[src/hw/rtl/fmc_ram.sv]
// Generic single-port-write, single-port-read RAM with registered read data.
// No dependencies.
module fmc_ram #(
    parameter int WIDTH = 8,
    parameter int DEPTH = 64
) (
    input  logic                     aclk,
    input  logic                     wr_en,
    input  logic [$clog2(DEPTH)-1:0] wr_addr,
    input  logic [WIDTH-1:0]         wr_data,
    input  logic                     rd_en,
    input  logic [$clog2(DEPTH)-1:0] rd_addr,
    output logic [WIDTH-1:0]         rd_data
);

    logic [WIDTH-1:0] mem [DEPTH];

    always_ff @(posedge aclk) begin
        if (wr_en) begin
            mem[wr_addr] <= wr_data;
        end
        if (rd_en) begin
            rd_data <= mem[rd_addr];
        end
    end

endmodule

[config.mk]
export PLATFORM = sky130hd
export DESIGN_NAME = fmc_ram
export DESIGN_NICKNAME = d
export VERILOG_FILES = /design/src/hw/rtl/fmc_ram.sv
export SDC_FILE = /design/constraint.sdc
export NUM_CORES = 1
export LEC_CHECK = 0
export BUFFER_PORTS_ARGS = -buffer_cell sky130_fd_sc_hd__buf_2
export CORE_MARGIN = 1.5
export CORE_UTILIZATION = 50
export DETAILED_ROUTE_END_ITERATION = 8
export PLACE_DENSITY = 0.66
export SYNTH_ARGS = -nofsm -noshare
export SYNTH_HDL_FRONTEND = slang
export SYNTH_SLANG_ARGS = --single-unit
[constraint.sdc]
create_clock -name aclk -period 4.6 [get_ports aclk]
set_input_delay 0.46 -clock aclk [delete_from_list [all_inputs] [get_ports aclk]]
set_output_delay 0.46 -clock aclk [all_outputs]
set_load 0.01 [all_outputs]
==> results by group <==
Outcome
  – Outcome: completed

Floorplanning
  – I/O pins: 31
  – Initial core utilization: around half
  – Die Ht: 204 um
  – Core Region: 39800 um2
  – Die ar.: between 40000 and 50000 um2
  – Die W: around 200 um
  – Row cnt: 73

Detailed routing
  – Final wirelength: about 43 mm
  – DR WL/cell: 27.5 um
  – DRC viols: 0
  – Vias: about 9400
  – Post-route ant nets: 0
  – Drt pass-1 iters: 5
  – Via-to-Cell Ratio: 6.07
  – Starting DRT DRC Count: around 980

Yosys
  – Register bit total from synthesis: 520
  – Syn Area/Cell: between 20 and 25 um2
  – Post-synth cell types: 39
  – Synth Net Count: 963
  – Sequential area share after synthesis: ~77%
  – Gate Count Post-Synth: 940
  – Cell area after synthesis: 20200 um2
  – Synth Warn #: 0

Min path
  – Worst min-delay path category: in2reg

Global route
  – Pin count of the biggest net entering global routing: 65
  – Number of global-route vias before repair: 9635
  – Total Routing Usage GR: 21.3%
  – Antenna violations before repair: 2
  – First-pass GRT wire length: 63.7 mm
  – Total gr overflow: 0

Place
  – DP Wirelength: approximately 25 mm
  – Buffers on Ports: 30
  – Final Wtd Congestion: about 0.78

Setup path
  – CP arrival: just under 3000 ps
  – Critical path fanouts, max: 38
  – Cell Chain, Critical Path: clkbuf_8, buf_4, mux4_2, mux2_2, o221a_2, nor3_1, o32ai_1
  – Worst path slowest cell: mux4_2
  – WP buf/inv: 2
  – CP required: between 4000 and 5000 ps
  – Critical Path Sink Type: flop
  – Worst setup path class: in2reg
  – CP delay by family, top: multiplexers
  – CP startpoint kind: primary input
  – Max stage delay on crit path: 530 ps

STA
  – TNS Setup: 0 ps
  – RSZ-0062 raised after global routing: false
  – Measured slew at the worst slew-check pin: 1290 ps
  – Slew HR: 13.9%
  – Final period util: just under 60%
  – Clock Skew: 16.7 ps
  – Endpoints failing hold: 0
  – Max-slew violations: 0
  – F_max: between 0.3 and 0.4 GHz
  – Final worst path period need: 2670 ps
  – Setup-failing EPs final: 0

Clock network
  – Sink Count: 520
  – Longest Clk Path Bufs: 3
  – Num CTS Buffers: 52
  – PostCTS Resize Cnt: 0
  – Setup bufs post-CTS: 0
  – Cts hold-fix bufs: 0
  – CTS tree: built
  – CTS clock-pin slew for the worst setup and hold paths: 60 ps
  – # H-tree levels: 2
  – Clock latency on the worst-skew pair: 570 ps
  – Root buffer cell: clkbuf_16

Job
  – Max-cap violations: 0

Pwr
  – Comb pwr share: under 10%
  – P_sw: between 1.5 and 2 mW
  – Switch share: 20.1%
  – Power density of the placed cells: 439 nW/um2
  – Clock power frac: 42.2%
  – Flop pwr share: 53.1%
  – Maximum vdd drop: 272 uV
  – Pint: 7.93 mW
  – Leak: 7.00 nW

Final layout
  – Most frequent cells in the layout: 520 x edfxtp_1, 126 x mux4_2, 83 x nor2_1
  – Nets: between 1000 and 1500
  – Fillers: 2987
  – Area delta synth->final: 11.6%
  – Most common cell after layout, fill and taps aside: edfxtp_1
  – Final core occ: 56.7%
  – Layout cells sized above 1: 25.1%
## Yosys cell counts (all sizes together)
cell type	number	area (um2)
nand2	19	71.3
o2bb2ai	3	26.3
buf	34	253
nor3	7	35.0
nand3b	3	22.5
nand3	13	65.1
o21a	2	15.0
nor2b	14	87.6
a2111oi	2	17.5
a211oi	4	30.0
o2111ai	3	26.3
a22oi	3	22.5
o221ai	8	70.1
nand2b	7	43.8
mux4	126	2840
a21oi	3	15.0
nand4b	1	8.76
o221a	2	22.5
and2	1	6.26
or3	1	6.26
o21ai	4	20.0
o311ai	1	8.76
o22ai	8	50.1
clkbuf	17	63.8
a221oi	6	52.6
o41ai	2	17.5
edfxtp	520	15600
nor4	2	12.5
mux2	13	146
nor2	83	312
mux2i	23	230
nand4	2	12.5
a31oi	1	6.26
o32ai	2	17.5
## state kept, by name, summed over array words and instances, names as in the netlist
name     flops
mem        512
rd_data      8
## per-layer routing
layer	wire, um	share of wire [%]	GRT usage [%]
met5	0	0	0
met4	1230	2.9	7.27
met3	2810	6.6	3.65
met2	20600	48	33.3
met1	18300	43	30.9
## cell families (layout without fill, tap and decap cells)
logic type	Yosys count	count (layout)	synth area share (%)
buf+inv	51	141	1.56
simple gates	153	153	3.37
mux	162	162	15.9
flops	520	520	77.1
compound gates	54	54	2.06
other cells	0	2	0
## worst register-to-register path, stage by stage, from the launching register on
cell and delay (ps):
edfxtp_1 380, mux4_2 460, mux2_2 280, o221a_2 280, nor3_1 400, o32ai_1 150
## stage by stage
| step | cell area (um2) | hold slack [ps] | total power, mW | worst slack [ps] | cells |
|---|---|---|---|---|---|
| after global routing | 22600 | 300 | 10.2 | 1820 | 1557 |
| after detailed placement | 20900 | 883 | 5.84 | 1360 | 1461 |
| after global placement | 20900 | 876 | 5.83 | 1420 | 1461 |
| final | 22600 | 305 | 9.93 | 1930 | 1557 |
| after CTS | 22600 | 291 | 9.99 | 1960 | 1555 |
| after floorplan | 20200 | 559 | 5.65 | 2330 | 940 |
## worst paths after layout
| check | start | end | slack (ps) | cells past startpoint |
|---|---|---|---|---|
| worst min register to register | mem[22][1]$_DFFE_PP_ | rd_data[1]$_DFFE_PP_ | 930 | 4 |
| worst max-delay path | rd_addr[0] | rd_data[6]$_DFFE_PP_ | 1930 | 7 |
| worst max register to register | mem[16][6]$_DFFE_PP_ | rd_data[6]$_DFFE_PP_ | 2390 | 5 |
| worst min-delay path | rd_en | rd_data[1]$_DFFE_PP_ | 310 | 1 |
## power groups by stage
stage | Combinational, mW | Sequential (mW) | Clock, mW
after floorplan | 0.280 | 5.37 | 0
after global placement | 0.464 | 5.37 | 0
after detailed placement | 0.472 | 5.37 | 0
after CTS | 0.473 | 5.27 | 4.24
after global routing | 0.501 | 5.27 | 4.43
final | 0.468 | 5.27 | 4.19
## cell type report
| cell class | count | area (um2) | area share [%] |
|---|---|---|---|
| Clock buffer | 67 | 1380 | 6.10 |
| Sequential cell | 520 | 15600 | 69.1 |
| Timing Repair Buffer | 47 | 317 | 1.40 |
| Clock inverter | 27 | 308 | 1.36 |
| Multi-Input combinational cell | 369 | 4320 | 19.1 |
| Tap cell | 525 | 657 | 2.91 |
| Antenna cell | 2 | 5.00 | 0.0221 |
(Power assumes the default switching activity.)
