--- src/hw/rtl/fmc_pkg.sv ---
// Shared types and constants of the five-tuple first-match classifier.
// No dependencies; imported by the rule compare unit and the top level.
package fmc_pkg;

    localparam int MAX_RULES_DEF = 64;

    localparam logic [7:0] PROTO_CONTROL = 8'h01;
    localparam logic [7:0] PROTO_TCP     = 8'd6;
    localparam logic [7:0] PROTO_UDP     = 8'd17;

    localparam int IN_DATA_W  = 232;
    localparam int OUT_DATA_W = 24;
    localparam int CLASS_W    = 16;
    localparam int INDEX_W    = 6;

    typedef enum logic [2:0] {
        ST_MATCHED  = 3'd0,
        ST_CONTROL  = 3'd1,
        ST_NO_MATCH = 3'd2,
        ST_ADDED    = 3'd3,
        ST_FULL     = 3'd4
    } status_t;

    typedef enum logic {
        OP_ADD      = 1'b0,
        OP_CLASSIFY = 1'b1
    } op_t;

    // One stored rule.
    typedef struct packed {
        logic [7:0]  proto;
        logic [31:0] src_addr;
        logic [31:0] src_mask;
        logic [31:0] dst_addr;
        logic [31:0] dst_mask;
        logic [15:0] src_lo;
        logic [15:0] src_hi;
        logic [15:0] dst_lo;
        logic [15:0] dst_hi;
        logic [15:0] cls;
    } rule_t;

    // Header fields of the packet under classification.
    typedef struct packed {
        logic [7:0]  proto;
        logic [31:0] src_addr;
        logic [31:0] dst_addr;
        logic [15:0] src_port;
        logic [15:0] dst_port;
    } pkt_t;

endpackage

--- src/hw/rtl/fmc_rule_cmp.sv ---
// Rule compare unit: tests one stored rule against the packet header.
// Depends on fmc_pkg for the rule and packet types.
module fmc_rule_cmp
    import fmc_pkg::*;
(
    input  rule_t rule,
    input  pkt_t  pkt,
    output logic  hit
);

    logic proto_ok;
    logic src_ok;
    logic dst_ok;
    logic sport_ok;
    logic dport_ok;

    always_comb begin
        proto_ok = (rule.proto == pkt.proto);
        src_ok   = ((pkt.src_addr & rule.src_mask) == rule.src_addr);
        dst_ok   = ((pkt.dst_addr & rule.dst_mask) == rule.dst_addr);
        sport_ok = (pkt.src_port >= rule.src_lo) && (pkt.src_port <= rule.src_hi);
        dport_ok = (pkt.dst_port >= rule.dst_lo) && (pkt.dst_port <= rule.dst_hi);
        hit      = proto_ok && src_ok && dst_ok && sport_ok && dport_ok;
    end

endmodule

--- config.mk ---
export PLATFORM = sky130hd
export DESIGN_NAME = fmc_rule_cmp
export DESIGN_NICKNAME = d
export VERILOG_FILES = /design/src/hw/rtl/fmc_pkg.sv /design/src/hw/rtl/fmc_rule_cmp.sv
export SDC_FILE = /design/constraint.sdc
export NUM_CORES = 1
export LEC_CHECK = 0
export ABC_AREA = 1
export BUFFER_PORTS_ARGS = -buffer_cell sky130_fd_sc_hd__buf_4
export CORE_AREA = 2 2 125 127
export DETAILED_ROUTE_END_ITERATION = 16
export DIE_AREA = 0 0 127 129
export SYNTH_ARGS = -nofsm -noshare
export SYNTH_HDL_FRONTEND = slang
export SYNTH_SLANG_ARGS = --single-unit
--- constraint.sdc ---
create_clock -name vclk -period 3.7
set_clock_uncertainty 0.15 [all_clocks]
set_input_delay 0.37 -clock vclk [all_inputs]
set_output_delay 0.37 -clock vclk [all_outputs]
set_load 0.005 [all_outputs]
==> results.sh <==
export IMPL_drv_cap=0
export IMPL_cts_hold_buf=0
export IMPL_worst_ep_required_time_ns=3.18
export IMPL_synth_top_area_share_pct=28.0
export IMPL_critical_path_class="primary input to output port"
export IMPL_hpwlAfterDp_um=12000
export IMPL_gp_congestion=0.832
export IMPL_vias=4599
export IMPL_cts_resized=0
export IMPL_p_leak_nw=3.56
export IMPL_syn_area_mm2=0.00315
export IMPL_final_util_pct=37.9
export IMPL_die_y_um=129
export IMPL_synth_area_leader_cell="nand2_1"
export IMPL_p_int_mw=0.324
export IMPL_nets=1303
export IMPL_tightest_slew_ns=0.240
export IMPL_placementRows=45
export IMPL_cts_setup_buffers=0
export IMPL_hold_violations=0
export IMPL_area_growth_syn_to_layout_pct=80.2
export IMPL_p_per_area_mw_per_mm2=95.8
export IMPL_netlist_top_cells_area="nand2_1, ha_1, inv_1"
export IMPL_wl_per_cell_um=11.3
export IMPL_placed_cells=1105
export IMPL_grt_antenna_before_repair=1
export IMPL_hold_path_class="primary input to output port"
export IMPL_holdWs_ns=1.25
export IMPL_clkbuf_count=0
export IMPL_overflow=0
export IMPL_drt_iter0_markers=110
export IMPL_slew_violations=0
export IMPL_io_pins=321
export IMPL_grt_setup_unrepaired="no"
export IMPL_drive_gt1_share_pct=33.8
export IMPL_portBuffers=305
export IMPL_syn_inst=612
export IMPL_grt_pass1_vias=4432
export IMPL_grt_usage_pct=14.4
export IMPL_nFillCells=1697
export IMPL_yosysUniqueCellTypes=17
export IMPL_die_x_um=127
export IMPL_start_util_pct=21.0
export IMPL_postRouteAntennaNets=0
export IMPL_core_area_mm2=0.0150
export IMPL_max_slew_margin_pct=83.9
export IMPL_worst_setup_path_start_kind="primary input"
export IMPL_timing_fmax_ghz=0.440
export IMPL_end_kind="output port"
export IMPL_period_minus_slack_ns=2.27
export IMPL_vias_per_cell=4.16
export IMPL_crit_fanout=2
export IMPL_grt_pass1_wl_um=19500
export IMPL_power_frac_clock_pct=0
export IMPL_dieArea_mm2=0.0164
export IMPL_finalSetupViolations=0
export IMPL_arrival_ns=1.75
export IMPL_seqPwrFrac_pct=0
export IMPL_yosys_warnings=0
export IMPL_final_setup_worst_slack_ns=1.43
export IMPL_seq_area_um2=0
export IMPL_fin_crit_sh_pct=61.4
export IMPL_combPwrFrac_pct=100.0
export IMPL_drt_first_pass_iters=4
export IMPL_route_detailed_drc=0
export IMPL_synth_seq_area_share_pct=0
export IMPL_fin_cells=1106
export IMPL_syn_nets=996
export IMPL_dp_slack_ns=1.35
export IMPL_grt_max_degree=4
export IMPL_wl_um=12500
export IMPL_peakVddDrop_uv=41.3
export IMPL_outcome="finished, final reports clean"
export IMPL_flops_and_latches=0
export IMPL_syn_avg_cell_area_um2=5.15
export IMPL_p_switching_mw=0.220
export IMPL_p_sw_share_pct=40.4
export IMPL_tns_ns=0
[critical path: stages]
cell	delay [ns]
buf_4	0.12
ha_1	0.28
a21oi_1	0.16
nor2_1	0.06
nor3_1	0.17
nand2_1	0.10
nand2_1	0.06
nand2_1	0.06
nand2_1	0.06
nor2_1	0.04
nand2_1	0.09
nor2_2	0.04
buf_4	0.13
[layout make-up]
| type | count | area, um2 | area share, % |
|---|---|---|---|
| Antenna cell | 1 | 2.50 | 0.0441 |
| Inverter | 124 | 465 | 8.20 |
| Multi-Input combinational cell | 488 | 2690 | 47.3 |
| Tap cell | 188 | 235 | 4.14 |
| Timing Repair Buffer | 305 | 2290 | 40.3 |
[metrics by stage]
step	cell area [um2]	power, mW
floorplan	3150	0.227
global placement	5680	0.542
detailed placement	5680	0.550
CTS	5680	0.553
global route	5680	0.625
finish	5680	0.544
[power by group through the flow]
| stage | sequential (mW) | clock [mW] | combinational, mW |
|---|---|---|---|
| 4_1_cts | 0 | 0 | 0.553 |
| 3_5_place_dp | 0 | 0 | 0.550 |
| 2_1_floorplan | 0 | 0 | 0.227 |
| 3_3_place_gp | 0 | 0 | 0.542 |
| 5_1_grt | 0 | 0.0000000363 | 0.625 |
| 6_report | 0 | 0.0000000364 | 0.544 |
[cell families (layout without fill, tap and decap cells)]
family          Yosys count  count (layout)  share of synthesized area (%)
buf+inv                 124             429                           14.8
simple gates            360             360                           47.4
fa+ha+maj                64              64                           25.4
compound gates           48              48                           7.94
xor+xnor                 16              16                           4.45
other cells               0               1                              0
[synth_stat cells]
| master | number |
|---|---|
| nand2_1 | 235 |
| inv_1 | 124 |
| nor2_1 | 48 |
| o21bai_1 | 2 |
| ha_1 | 64 |
| o21ai_0 | 13 |
| or2_2 | 3 |
| xor2_1 | 7 |
| nand3_1 | 50 |
| a21oi_1 | 28 |
| o21a_1 | 2 |
| nor3_1 | 3 |
| nor2_2 | 2 |
| xnor2_1 | 9 |
| nand4_1 | 5 |
| nand3b_1 | 14 |
| o21ai_1 | 3 |
[per-layer routing]
| metal | global-route usage, % | share of wire, % | up-vias |
|---|---|---|---|
| met2 | 28.6 | 51 | 167 |
| met4 | 2.07 | 1.2 | 0 |
| met5 | 0 | 0 | - |
| met1 | 16.6 | 41 | 1903 |
| li1 | - | - | 2517 |
| met3 | 2.00 | 7.0 | 12 |
[placed cells by master, fill, tap and decap left out, drive strengths merged]
cell type,synthesis,layout
xor2,7,7
nand2,235,235
nor2,50,50
a21oi,28,28
diode,0,1
buf,0,305
o21ai,16,16
inv,124,124
o21bai,2,2
xnor2,9,9
nor3,3,3
o21a,2,2
nand3b,14,14
nand3,50,50
ha,64,64
or2,3,3
nand4,5,5
[path summary, 6_finish.rpt]
path / startpoint / end / cells after the start
setup / recovery: pkt[21] / hit / 13
hold / removal: pkt[15] / hit / 9
Note: power is estimated with default switching activity, not from simulation.
